`config.mk`:
```
export PLATFORM = sky130hd
export DESIGN_NAME = two_queue_page_replacement
export DESIGN_NICKNAME = d
export VERILOG_FILES = /design/src/hdl/tqpr_pkg.sv /design/src/hdl/two_queue_page_replacement.sv /design/src/hdl/tqpr_ram.sv
export VERILOG_INCLUDE_DIRS = /design/src /design/src/hdl
export SDC_FILE = /design/constraint.sdc
export NUM_CORES = 2
export LEC_CHECK = 0
export ABC_CLOCK_PERIOD_IN_PS = 3500
export BUFFER_PORTS_ARGS = -buffer_cell sky130_fd_sc_hd__buf_4
export CAP_MARGIN = 5
export CORE_MARGIN = 2
export CORE_UTILIZATION = 56
export DETAILED_ROUTE_END_ITERATION = 10
export GPL_ROUTABILITY_DRIVEN = 0
export PLACE_DENSITY = 0.72
export SLEW_MARGIN = 20
export SYNTH_ARGS = -nofsm -noshare
export SYNTH_HDL_FRONTEND = slang
export SYNTH_SLANG_ARGS = --single-unit
```
`constraint.sdc`:
```
create_clock -name clk -period 3.5 [get_ports clk]
set_input_delay 0.525 -clock clk [delete_from_list [all_inputs] [get_ports clk]]
set_output_delay 0.525 -clock clk [all_outputs]
set_load 0.02 [all_outputs]
```
`src/hdl/two_queue_page_replacement_defines.svh`:
```
// Assertion macros shared by the page replacement tracker RTL.
// Needs signals clk and rst_n in the scope where a macro is used.
`ifndef TWO_QUEUE_PAGE_REPLACEMENT_DEFINES_SVH
`define TWO_QUEUE_PAGE_REPLACEMENT_DEFINES_SVH

`ifndef SYNTHESIS

// Same-cycle implication, checked outside reset.
`define TQPR_ASSERT_IMPL(name, ante, cons) \
    name: assert property (@(posedge clk) disable iff (!rst_n) (ante) |-> (cons)) \
        else $error("tracker assertion failed");

// Next-cycle implication, checked outside reset.
`define TQPR_ASSERT_NEXT(name, ante, cons) \
    name: assert property (@(posedge clk) disable iff (!rst_n) (ante) |=> (cons)) \
        else $error("tracker assertion failed");

`else

`define TQPR_ASSERT_IMPL(name, ante, cons)
`define TQPR_ASSERT_NEXT(name, ante, cons)

`endif

`endif

```
`src/hdl/tqpr_pkg.sv`:
```
// Types and codes for the two-queue page replacement tracker.
// No dependencies.
`timescale 1ns / 1ps

package tqpr_pkg;

    localparam int KIND_W   = 2;
    localparam int PAGE_W   = 32;
    localparam int STATUS_W = 2;
    localparam int HIT_W    = 2;

    typedef logic [KIND_W-1:0]   kind_t;
    typedef logic [PAGE_W-1:0]   page_t;
    typedef logic [STATUS_W-1:0] status_t;
    typedef logic [HIT_W-1:0]    hit_t;

    localparam kind_t KIND_ACCESS = 2'd0;
    localparam kind_t KIND_ERASE  = 2'd1;
    localparam kind_t KIND_EVICT  = 2'd2;

    localparam status_t STATUS_OK    = 2'd0;
    localparam status_t STATUS_EMPTY = 2'd1;
    localparam status_t STATUS_FULL  = 2'd2;

    localparam hit_t HIT_NEW      = 2'd0;
    localparam hit_t HIT_PROMOTED = 2'd1;
    localparam hit_t HIT_REFRESH  = 2'd2;
    localparam hit_t HIT_NONE     = 2'd3;

    localparam logic LIST_FIFO = 1'b0;
    localparam logic LIST_REC  = 1'b1;

endpackage

```
`src/hdl/two_queue_page_replacement.sv`:
```
// Two-queue page replacement tracker: first-use FIFO plus recency list.
//
// Request word (req_valid / req_stall): kind and page_id. kind 0 accesses a
// page, 1 erases it, 2 evicts one victim. Response word (rsp_valid /
// rsp_stall): victim_id, victim_valid, status, hit_class, is_empty; exactly
// one response per request, in order.
// Each list sits in its own slot memory; one sequencer with a single compare
// and address counter walks them, one slot per cycle for search and gap
// closing. The next request is taken in the cycle after the response loads.
// req_stall stays high from acceptance until the response is loaded into the
// output register, so one request is in flight at a time; a request can be
// accepted while the previous response still waits on rsp_stall.
// If the receiver stalls, the finished response holds the sequencer until
// the output register frees up. Reset empties both lists (fill counts go to
// zero) and clears the output valid; slot contents are not cleared.
`timescale 1ns / 1ps

module two_queue_page_replacement #(
    parameter int CAPACITY = 16,
    parameter int ID_BITS  = 32
) (
    input  logic              clk,
    input  logic              rst_n,
    input  logic              req_valid,
    output logic              req_stall,
    input  tqpr_pkg::kind_t   kind,
    input  tqpr_pkg::page_t   page_id,
    output logic              rsp_valid,
    input  logic              rsp_stall,
    output tqpr_pkg::page_t   victim_id,
    output logic              victim_valid,
    output tqpr_pkg::status_t status,
    output tqpr_pkg::hit_t    hit_class,
    output logic              is_empty
);

    import tqpr_pkg::*;

    `include "two_queue_page_replacement_defines.svh"

    localparam int ADDR_W = $clog2(CAPACITY);
    localparam int CNT_W  = $clog2(CAPACITY + 1);
    localparam int MAX_W  = (ID_BITS > PAGE_W) ? ID_BITS : PAGE_W;

    localparam logic [CNT_W-1:0] CNT_ONE  = CNT_W'(1);
    localparam logic [CNT_W:0]   CAP_CNT  = (CNT_W + 1)'(CAPACITY);

    localparam logic [2:0] ST_IDLE  = 3'd0;
    localparam logic [2:0] ST_SCAN  = 3'd1;
    localparam logic [2:0] ST_SHIFT = 3'd2;
    localparam logic [2:0] ST_VREAD = 3'd3;
    localparam logic [2:0] ST_VCAP  = 3'd4;
    localparam logic [2:0] ST_PUSH  = 3'd5;
    localparam logic [2:0] ST_DONE  = 3'd6;

    logic [2:0]         state_reg, state_next;
    kind_t              kind_reg, kind_next;
    logic [ID_BITS-1:0] id_reg, id_next;
    logic               sel_reg, sel_next;
    logic [CNT_W-1:0]   idx_reg, idx_next;
    logic [ADDR_W-1:0]  cmp_idx_reg, cmp_idx_next;
    logic               pend_reg, pend_next;
    logic [CNT_W-1:0]   fifo_fill_reg, fifo_fill_next;
    logic [CNT_W-1:0]   rec_fill_reg, rec_fill_next;
    logic [ID_BITS-1:0] victim_reg, victim_next;
    logic               vvalid_reg, vvalid_next;
    status_t            status_reg, status_next;
    hit_t               hit_reg, hit_next;

    logic               rsp_valid_reg, rsp_valid_next;
    page_t              victim_out_reg, victim_out_next;
    logic               vvalid_out_reg, vvalid_out_next;
    status_t            status_out_reg, status_out_next;
    hit_t               hit_out_reg, hit_out_next;
    logic               empty_out_reg, empty_out_next;

    logic [MAX_W-1:0]   page_wide;
    logic [MAX_W-1:0]   victim_wide;
    logic [ID_BITS-1:0] page_masked;
    logic [CNT_W-1:0]   cur_fill;
    logic [CNT_W-1:0]   idx_dec;
    logic [CNT_W:0]     total_fill;
    logic [ID_BITS-1:0] fifo_rd, rec_rd, rd_data;
    logic               match;
    logic [ADDR_W-1:0]  rd_addr, wr_addr;
    logic [ID_BITS-1:0] wr_data;
    logic               wr_en;

    assign page_wide   = MAX_W'(page_id);
    assign page_masked = page_wide[ID_BITS-1:0];
    assign victim_wide = MAX_W'(victim_reg);

    assign cur_fill   = (sel_reg == LIST_REC) ? rec_fill_reg : fifo_fill_reg;
    assign idx_dec    = idx_reg - CNT_ONE;
    assign total_fill = (CNT_W + 1)'(fifo_fill_reg) + (CNT_W + 1)'(rec_fill_reg);
    assign rd_data    = (sel_reg == LIST_REC) ? rec_rd : fifo_rd;
    assign match      = pend_reg && (rd_data == id_reg);

    tqpr_ram #(
        .DEPTH (CAPACITY),
        .WIDTH (ID_BITS)
    ) u_fifo_ram (
        .clk     (clk),
        .wr_en   (wr_en && (sel_reg == LIST_FIFO)),
        .wr_addr (wr_addr),
        .wr_data (wr_data),
        .rd_addr (rd_addr),
        .rd_data (fifo_rd)
    );

    tqpr_ram #(
        .DEPTH (CAPACITY),
        .WIDTH (ID_BITS)
    ) u_rec_ram (
        .clk     (clk),
        .wr_en   (wr_en && (sel_reg == LIST_REC)),
        .wr_addr (wr_addr),
        .wr_data (wr_data),
        .rd_addr (rd_addr),
        .rd_data (rec_rd)
    );

    always_comb
    begin
        state_next      = state_reg;
        kind_next       = kind_reg;
        id_next         = id_reg;
        sel_next        = sel_reg;
        idx_next        = idx_reg;
        cmp_idx_next    = cmp_idx_reg;
        pend_next       = pend_reg;
        fifo_fill_next  = fifo_fill_reg;
        rec_fill_next   = rec_fill_reg;
        victim_next     = victim_reg;
        vvalid_next     = vvalid_reg;
        status_next     = status_reg;
        hit_next        = hit_reg;
        rsp_valid_next  = rsp_valid_reg && rsp_stall;
        victim_out_next = victim_out_reg;
        vvalid_out_next = vvalid_out_reg;
        status_out_next = status_out_reg;
        hit_out_next    = hit_out_reg;
        empty_out_next  = empty_out_reg;
        rd_addr         = idx_reg[ADDR_W-1:0];
        wr_en           = 1'b0;
        wr_addr         = cmp_idx_reg;
        wr_data         = rd_data;

        case (state_reg)
            ST_IDLE:
            begin
                if (req_valid)
                begin
                    kind_next   = kind;
                    id_next     = page_masked;
                    victim_next = '0;
                    vvalid_next = 1'b0;
                    status_next = STATUS_OK;
                    hit_next    = HIT_NONE;
                    pend_next   = 1'b0;
                    idx_next    = '0;
                    case (kind)
                        KIND_ACCESS, KIND_ERASE:
                        begin
                            sel_next   = LIST_REC;
                            state_next = ST_SCAN;
                        end
                        KIND_EVICT:
                        begin
                            if (fifo_fill_reg != '0)
                            begin
                                sel_next   = LIST_FIFO;
                                state_next = ST_VREAD;
                            end
                            else if (rec_fill_reg != '0)
                            begin
                                sel_next   = LIST_REC;
                                state_next = ST_VREAD;
                            end
                            else
                            begin
                                status_next = STATUS_EMPTY;
                                state_next  = ST_DONE;
                            end
                        end
                        default:
                        begin
                            state_next = ST_DONE;
                        end
                    endcase
                end
            end

            ST_SCAN:
            begin
                if (match)
                begin
                    // close the gap starting just above the hit
                    idx_next   = CNT_W'(cmp_idx_reg) + CNT_ONE;
                    pend_next  = 1'b0;
                    state_next = ST_SHIFT;
                end
                else if (idx_reg < cur_fill)
                begin
                    pend_next    = 1'b1;
                    cmp_idx_next = idx_reg[ADDR_W-1:0];
                    idx_next     = idx_reg + CNT_ONE;
                end
                else
                begin
                    pend_next = 1'b0;
                    idx_next  = '0;
                    if (sel_reg == LIST_REC)
                    begin
                        sel_next = LIST_FIFO;
                    end
                    else if (kind_reg == KIND_ACCESS)
                    begin
                        if (total_fill >= CAP_CNT)
                        begin
                            status_next = STATUS_FULL;
                            state_next  = ST_DONE;
                        end
                        else
                        begin
                            hit_next   = HIT_NEW;
                            state_next = ST_PUSH;
                        end
                    end
                    else
                    begin
                        state_next = ST_DONE;
                    end
                end
            end

            ST_SHIFT:
            begin
                // drop the word read last cycle one slot lower
                if (pend_reg)
                begin
                    wr_en = 1'b1;
                end
                if (idx_reg < cur_fill)
                begin
                    pend_next    = 1'b1;
                    cmp_idx_next = idx_dec[ADDR_W-1:0];
                    idx_next     = idx_reg + CNT_ONE;
                end
                else
                begin
                    pend_next = 1'b0;
                    idx_next  = '0;
                    if (sel_reg == LIST_REC)
                    begin
                        rec_fill_next = rec_fill_reg - CNT_ONE;
                    end
                    else
                    begin
                        fifo_fill_next = fifo_fill_reg - CNT_ONE;
                    end
                    case (kind_reg)
                        KIND_ACCESS:
                        begin
                            hit_next   = (sel_reg == LIST_REC) ? HIT_REFRESH : HIT_PROMOTED;
                            sel_next   = LIST_REC;
                            state_next = ST_PUSH;
                        end
                        KIND_ERASE:
                        begin
                            if (sel_reg == LIST_REC)
                            begin
                                sel_next   = LIST_FIFO;
                                state_next = ST_SCAN;
                            end
                            else
                            begin
                                state_next = ST_DONE;
                            end
                        end
                        default:
                        begin
                            state_next = ST_DONE;
                        end
                    endcase
                end
            end

            ST_VREAD:
            begin
                rd_addr    = '0;
                state_next = ST_VCAP;
            end

            ST_VCAP:
            begin
                victim_next = rd_data;
                vvalid_next = 1'b1;
                idx_next    = CNT_ONE;
                pend_next   = 1'b0;
                state_next  = ST_SHIFT;
            end

            ST_PUSH:
            begin
                wr_en   = 1'b1;
                wr_addr = cur_fill[ADDR_W-1:0];
                wr_data = id_reg;
                if (sel_reg == LIST_REC)
                begin
                    rec_fill_next = rec_fill_reg + CNT_ONE;
                end
                else
                begin
                    fifo_fill_next = fifo_fill_reg + CNT_ONE;
                end
                state_next = ST_DONE;
            end

            ST_DONE:
            begin
                // hold until the output register is free
                if (!rsp_valid_reg || !rsp_stall)
                begin
                    rsp_valid_next  = 1'b1;
                    victim_out_next = victim_wide[PAGE_W-1:0];
                    vvalid_out_next = vvalid_reg;
                    status_out_next = status_reg;
                    hit_out_next    = hit_reg;
                    empty_out_next  = (fifo_fill_reg == '0) && (rec_fill_reg == '0);
                    state_next      = ST_IDLE;
                end
            end

            default:
            begin
                state_next = ST_IDLE;
            end
        endcase
    end

    always_ff @(posedge clk or negedge rst_n)
    begin
        if (!rst_n)
        begin
            state_reg     <= ST_IDLE;
            pend_reg      <= 1'b0;
            fifo_fill_reg <= '0;
            rec_fill_reg  <= '0;
            rsp_valid_reg <= 1'b0;
        end
        else
        begin
            state_reg     <= state_next;
            pend_reg      <= pend_next;
            fifo_fill_reg <= fifo_fill_next;
            rec_fill_reg  <= rec_fill_next;
            rsp_valid_reg <= rsp_valid_next;
        end
    end

    always_ff @(posedge clk)
    begin
        kind_reg       <= kind_next;
        id_reg         <= id_next;
        sel_reg        <= sel_next;
        idx_reg        <= idx_next;
        cmp_idx_reg    <= cmp_idx_next;
        victim_reg     <= victim_next;
        vvalid_reg     <= vvalid_next;
        status_reg     <= status_next;
        hit_reg        <= hit_next;
        victim_out_reg <= victim_out_next;
        vvalid_out_reg <= vvalid_out_next;
        status_out_reg <= status_out_next;
        hit_out_reg    <= hit_out_next;
        empty_out_reg  <= empty_out_next;
    end

    assign req_stall    = (state_reg != ST_IDLE);
    assign rsp_valid    = rsp_valid_reg;
    assign victim_id    = victim_out_reg;
    assign victim_valid = vvalid_out_reg;
    assign status       = status_out_reg;
    assign hit_class    = hit_out_reg;
    assign is_empty     = empty_out_reg;

    `TQPR_ASSERT_IMPL(a_fill_in_capacity, 1'b1, total_fill <= CAP_CNT)
    `TQPR_ASSERT_NEXT(a_accept_goes_busy, req_valid && !req_stall, state_reg != ST_IDLE)
    `TQPR_ASSERT_IMPL(a_pending_in_range, pend_reg, CNT_W'(cmp_idx_reg) < cur_fill)
    `TQPR_ASSERT_IMPL(a_victim_clean, rsp_valid && victim_valid,
                      (status == STATUS_OK) && (hit_class == HIT_NONE) && !is_empty
                      || (status == STATUS_OK) && (hit_class == HIT_NONE) && is_empty)

endmodule

```
`src/hdl/tqpr_ram.sv`:
```
// Page slot memory: one write port, one read port with registered data.
// Stand-alone; no package needed.
`timescale 1ns / 1ps

module tqpr_ram #(
    parameter int DEPTH = 16,
    parameter int WIDTH = 32
) (
    input  logic                     clk,
    input  logic                     wr_en,
    input  logic [$clog2(DEPTH)-1:0] wr_addr,
    input  logic [WIDTH-1:0]         wr_data,
    input  logic [$clog2(DEPTH)-1:0] rd_addr,
    output logic [WIDTH-1:0]         rd_data
);

    logic [WIDTH-1:0] mem [DEPTH];
    logic [WIDTH-1:0] rd_data_reg;

    always_ff @(posedge clk)
    begin
        if (wr_en)
        begin
            mem[wr_addr] <= wr_data;
        end
        rd_data_reg <= mem[rd_addr];
    end

    assign rd_data = rd_data_reg;

endmodule
```
After elaboration in Yosys (flattened, before gate mapping):

Memory sizes are Yosys's and may differ from the RTL's. A register that Yosys moved wholly into a read port is not among the register bits.
Index checks and enable logic that the tools add are counted.

* bits in writable memories: 1024
* memories kept: 2
* register bits: 134
* word-level logic and storage cells: 176
* input bits: 38

* $add $sub $neg: 8
* bitwise gates (word level): 1
* reductions and logical operators: 34
* equality and inequality tests: 31
* mux-type cells: 79
* $lt $le $gt $ge: 2

Memories
* u_fifo_ram.mem: depth 16, width 32, read ports 1, clocked after memory_dff 1, wr ports 1, RTL line tqpr_ram.sv:17 `logic [WIDTH-1:0] mem [DEPTH];`
* u_rec_ram.mem: depth 16, width 32, read ports 1, clocked after memory_dff 1, wr ports 1, RTL line tqpr_ram.sv:17

Operators by type and width (number)
* $mux 32: 3
* $pmux 32 s2: 1
* $mux 5: 10
* $eq 32x32->1: 1
* $mux 2: 16
* $ne 2x2->1 const B: 16
* $mux 3: 10
* $pmux 3 s7: 1
* $mux 4: 5
* $pmux 5 s2: 2
* $pmux 5 s4: 1
* $mux 1: 19
* $add 5x1->5 const B: 3
* $pmux 3 s2: 2
* $reduce_and 4->1: 3
* $logic_not 5->1: 2
* $reduce_bool 5->1: 2
* $sub 5x1->5 const B: 2
* $eq 3x3->1 const B: 3
* $ne 3x3->1 const B: 3
* $reduce_and 9->1: 1
* $pmux 1 s2: 4
* $pmux 4 s2: 1
* $reduce_and 2->1: 4
* other kinds (28): 40

Depth between registers and ports, before layout:

* word-level depth: 8
* depth in mapped cells: 12
* gate-level depth less buffers: 9

By module:

A second synthesis with hierarchy kept.

* cell total of the unflattened synthesis: 2188
* area, all modules: 46120.5 um^2

Modules (own cells, without submodules)
* tqpr_ram: seq. area each 16015.4 um^2, cells an instance 838, times used 2, area an instance 19835.3 um^2
* two_queue_page_replacement: seq. area each 3948.8 um^2, cells an instance 512, times used 1, area an instance 6449.9 um^2

Worst setup path after synthesis:

Ideal clock, no wire load.

* kind: register -> register
* start point: register state_reg[0]
* end point: memory u_rec_ram.mem[10][0] (enable)
* data required time: 3.079 ns
* slack: -0.158 ns
* library setup time: 0.421 ns
* arrival: 3.237 ns
* buffers on the path: 2
* cell stages (with the launch flop): 8
* path through: dfrtp_1 clkbuf_1 nor2b_1 nand2_1 clkbuf_1 o21ai_0 nand3_1 nor2_1

* longest elaborated chain between the ends: 5
* elaborated cells between the ends (all ways): 7
* classes of those cells: 2 x eq/ne; 4 x mux; 1 x reduce/logical

Ends and longest elaborated chain
* from (decl): RTL line two_queue_page_replacement.sv:56 `logic [2:0] state_reg, state_next;`
* from (signal assigned): RTL line two_queue_page_replacement.sv:354 `state_reg <= state_next;`
* $eq 3x3->1 or $eq 3x2->1 (tied branches): RTL line two_queue_page_replacement.sv:149 `case (state_reg)`
* $pmux 1 s2: RTL line two_queue_page_replacement.sv:149
* $logic_and 1x1->1: RTL line two_queue_page_replacement.sv:116 `.wr_en (wr_en && (sel_reg == LIST_REC)),`
* $mux 1: RTL line tqpr_ram.sv:22 `if (wr_en)`
* $mux 1 (implied by the code): RTL line tqpr_ram.sv:24 `mem[wr_addr] <= wr_data;`
* to (decl): RTL line tqpr_ram.sv:17

Several ways; a longest one is shown, not always the timed one.

Worst setup path in the final report:

* start point: register sel_reg
* end point: register hit_reg[1] (enable)

* longest elaborated chain between the ends: 5
* elaborated cells between the ends (all ways): 10
* classes of those cells: 1 x order compare; 5 x eq/ne; 2 x mux; 2 x reduce/logical

Ends and longest elaborated chain
* from (decl): RTL line two_queue_page_replacement.sv:59 `logic sel_reg, sel_next;`
* from (signal assigned): RTL line two_queue_page_replacement.sv:366 `sel_reg <= sel_next;`
* $mux 32: RTL line two_queue_page_replacement.sv:96 `assign rd_data = (sel_reg == LIST_REC) ? rec_rd : fifo_rd;`
* $eq 32x32->1: RTL line two_queue_page_replacement.sv:97 `assign match = pend_reg && (rd_data == id_reg);`
* $logic_and 1x1->1: RTL line two_queue_page_replacement.sv:97
* $ne 2x2->1 (no line)
* $reduce_and 9->1 (no line) (*)
* to (signal assigned): RTL line two_queue_page_replacement.sv:372 `hit_reg <= hit_next;`
* to (decl): RTL line two_queue_page_replacement.sv:68 `hit_t hit_reg, hit_next;`

Every way passes the cells marked *; elsewhere a longest branch is shown, timed or not.
A chain may end at the register's enable or synchronous reset.

==> key figures <==
Run status
  • Status: finished, final reports clean

Final layout
  • Commonest non-fill, non-tap cell in the layout: edfxtp_1
  • Final nets: 3,034
  • Number of inserted diodes: 0
  • Layout cell share with drive strength beyond 1: 0.1562
  • Layout area overhead: 15.59%
  • Fin area: 53,560 um^2
  • Top flop regs: u_fifo_ram.mem x512, u_rec_ram.mem x512
  • Fin util: 0.6533
  • Most frequent cells in the layout: edfxtp_1 (1,143), mux2i_1 (290), a21oi_1 (286)

Floorplan
  • Chip Width: 291.6 um
  • Area of the core: 81,980 um^2
  • Overall die height: 291.6 um
  • Die area: 85,050 um^2
  • Cell Rows: 105
  • # IOs: 78
  • Initial core utilization: 0.5652

Logic synthesis
  • Cell Area, Synth: 46,330 um^2
  • Top_reg_cell synth: edfxtp_1
  • Yosys reg bits: 1,222
  • Synth warn: 0
  • Synth Instances: 2,787
  • Sequential area share after synthesis: 0.7765
  • Syn Area/Cell: 16.62 um^2
  • Number of synthesized flops with an enable pin: 1,143
  • Synth unique cells: 51
  • Fraction of registers with async set or reset after synthesis: 0.01227
  • Post-synthesis net count: 2,844

STA
  • RSZ-0062 raised after global routing: false
  • Crit share post-route: 0.9578
  • Hold Vio Cnt, Final: 0
  • Final WS setup: 0.1475 ns
  • Final Setup Violations: 0
  • Slew Limit Fails: 0
  • Worst Clk Skew: 0.03138 ns
  • Maximum clock rate: 298.3 MHz
  • Setup_tns: 0 ns
  • Rel. slew slack: 0.2677
  • Tmin final: 3.352 ns
  • Worst slew pin tran: 1.095 ns

Clock tree
  • CTS resizes: 0
  • Root buffer cell: clkbuf_16
  • Post-CTS Setup Inserts: 0
  • Num CTS Buffers: 116
  • Clk sinks: 1,222
  • CTS max path bufs: 3
  • CTS tree: done
  • CTS Hold Buffers Added: 25
  • Max H-tree Level: 3
  • Worst-skew pair later-pin latency: 0.71 ns
  • Worst-path clk slew: 0.07 ns

Min path
  • Hold Crit Class: in2reg

Pwr
  • Comb pwr share: 0.332
  • Sw Ratio: 0.3524
  • Net Sw Power: 17.69 mW
  • Maximum vdd drop: 0.0006859 V
  • Int Power: 32.51 mW
  • Sequential power share: 0.421
  • Power Dens Cells: 937.4 nW/um^2
  • Clock Power Share: 0.248
  • Final Power: 50.21 mW
  • Leakage power: 17.39 nW

Worst setup path
  • Critical path startpoint category: register
  • CP required: 3.94 ns
  • CP Class: reg2reg
  • CP Buf/Inv Count: 2
  • CP arrival: 3.79 ns
  • CP delay by family, top: simple AND/OR/NAND/NOR gates
  • Crit. End Element: register
  • CP peak stage delay: 0.64 ns
  • Crit-path cells: buf_12 > mux2i_2 > xnor2_1 > nor4_1 > nand4_1 > nor3_2 > buf_4 > nor2_1 > o31a_1
  • Critical Path Slowest Stage Cell: nor4_1
  • CP Max Fanout: 26

GRT
  • Vias in the first global route: 26,210
  • Gr ovfl total: 0
  • Antenna violations before repair: 1
  • First-pass GRT wire length: 171,800 um
  • Total GRT Usage: 0.2740
  • Pin count of the biggest net entering global routing: 127

Flow run
  • Max cap viols: 0

Placed design
  • Cell Area, Placed: 49,460 um^2
  • Pre-CTS setup slack: 0.2644 ns
  • Dpl hpwl: 67,490 um
  • Port Buffers: 77

Drt
  • DRT Pass-1 Iters: 9
  • Vias: 26,960
  • Initial drt markers: 3,425
  • Via/cell ratio: 6.497
  • Post-DR wirelength/cell: 28.33 um
  • DRC: 0
  • Antenna Violating Nets Remaining: 0
  • Final WL: 117,600 um
-- per-stage QoR --
| stage | hold WS [ns] | cells |
|---|---|---|
| finish | 0.03001 | 4150 |
| global route | 0.006848 | 4150 |
| CTS | 0.007398 | 4150 |
| detailed placement | 0.4000 | 3904 |
| global placement | 0.4002 | 3904 |
| floorplan | 0.2294 | 2787 |
-- worst register-to-register path: cells and delay by family (launching register included) --
kind | cells | cell delay, ns
mux | 1 | 0.40
simple gates | 4 | 1.21
xor+xnor | 1 | 0.26
buf+inv | 2 | 0.48
flops | 1 | 0.41
compound gates | 1 | 0.33
-- kinds of logic (layout without fill, tap and decap cells) --
logic type | after synthesis | in the layout | share of synthesized area
compound gates | 805 | 805 | 0.1061
xor+xnor | 50 | 50 | 0.009452
fa+ha+maj | 20 | 20 | 0.005671
buf+inv | 186 | 479 | 0.01744
flops | 1222 | 1222 | 0.7765
mux | 300 | 300 | 0.06546
simple gates | 204 | 204 | 0.01934
-- Yosys cell counts (all sizes together), types with 3 or more instances --
master | instances | area share
or3 | 5 | 0.00068
a21oi | 309 | 0.034
o21a | 7 | 0.0011
o21ai | 20 | 0.0022
nand3 | 12 | 0.0013
ha | 17 | 0.0046
nor4 | 9 | 0.0014
nand2 | 36 | 0.0029
or4 | 3 | 0.00049
edfxtp | 1143 | 0.74
nand2b | 3 | 0.00041
xor2 | 9 | 0.0017
buf | 64 | 0.0076
dfxtp | 64 | 0.028
mux2i | 297 | 0.065
dfrtp | 15 | 0.0081
nor2b | 4 | 0.00054
nor2 | 115 | 0.0093
xnor2 | 41 | 0.0078
o22ai | 257 | 0.035
mux2 | 3 | 0.00073
a211oi | 193 | 0.031
inv | 8 | 0.00065
nor3 | 7 | 0.00086
a21o | 6 | 0.00097
clkbuf | 114 | 0.0092
-- final cells by class --
cell class                      count  area [um^2]
Timing Repair Buffer              250         2427
Clock inverter                     69        664.4
Multi-Input combinational cell   1379         9947
Clock buffer                      152         3169
Tap cell                         1070         1339
Sequential cell                  1222        35980
Inverter                            8        30.03
Fill cell                        5553        28420
-- layer usage --
layer,share of wire,vias up,GRT usage
met1,0.40,13610,0.3919
met4,0.030,0,0.08813
li1,-,11590,-
met5,0,-,0
met2,0.47,1535,0.4292
met3,0.10,236,0.05328
-- path summary, 6_finish.rpt --
kind | start | end | slack, ns | cells after the start
worst max register to register | sel_reg | hit_reg[1] | 0.15 | 9
worst min register to register | victim_reg[13] | victim_id[13] | 0.41 | 0
worst min-delay path | page_id[27] | id_reg[27] | 0.03 | 1
max in group asynchronous | rst_n | rsp_valid | 3.06 | 2
min in group asynchronous | rst_n | pend_reg | 0.23 | 2
worst max-delay path | sel_reg | hit_reg[1] | 0.15 | 9
-- power by group through the flow --
stage / clock (mW) / sequential (mW) / combinational, mW
floorplan: 0 / 21.2 / 10.1
global placement: 0 / 21.4 / 15.9
detailed placement: 0 / 21.4 / 16.3
CTS: 12.6 / 21.1 / 16.4
global route: 13.2 / 21.2 / 17.7
finish: 12.4 / 21.1 / 16.7
Note: power is estimated with default switching activity, not from simulation.
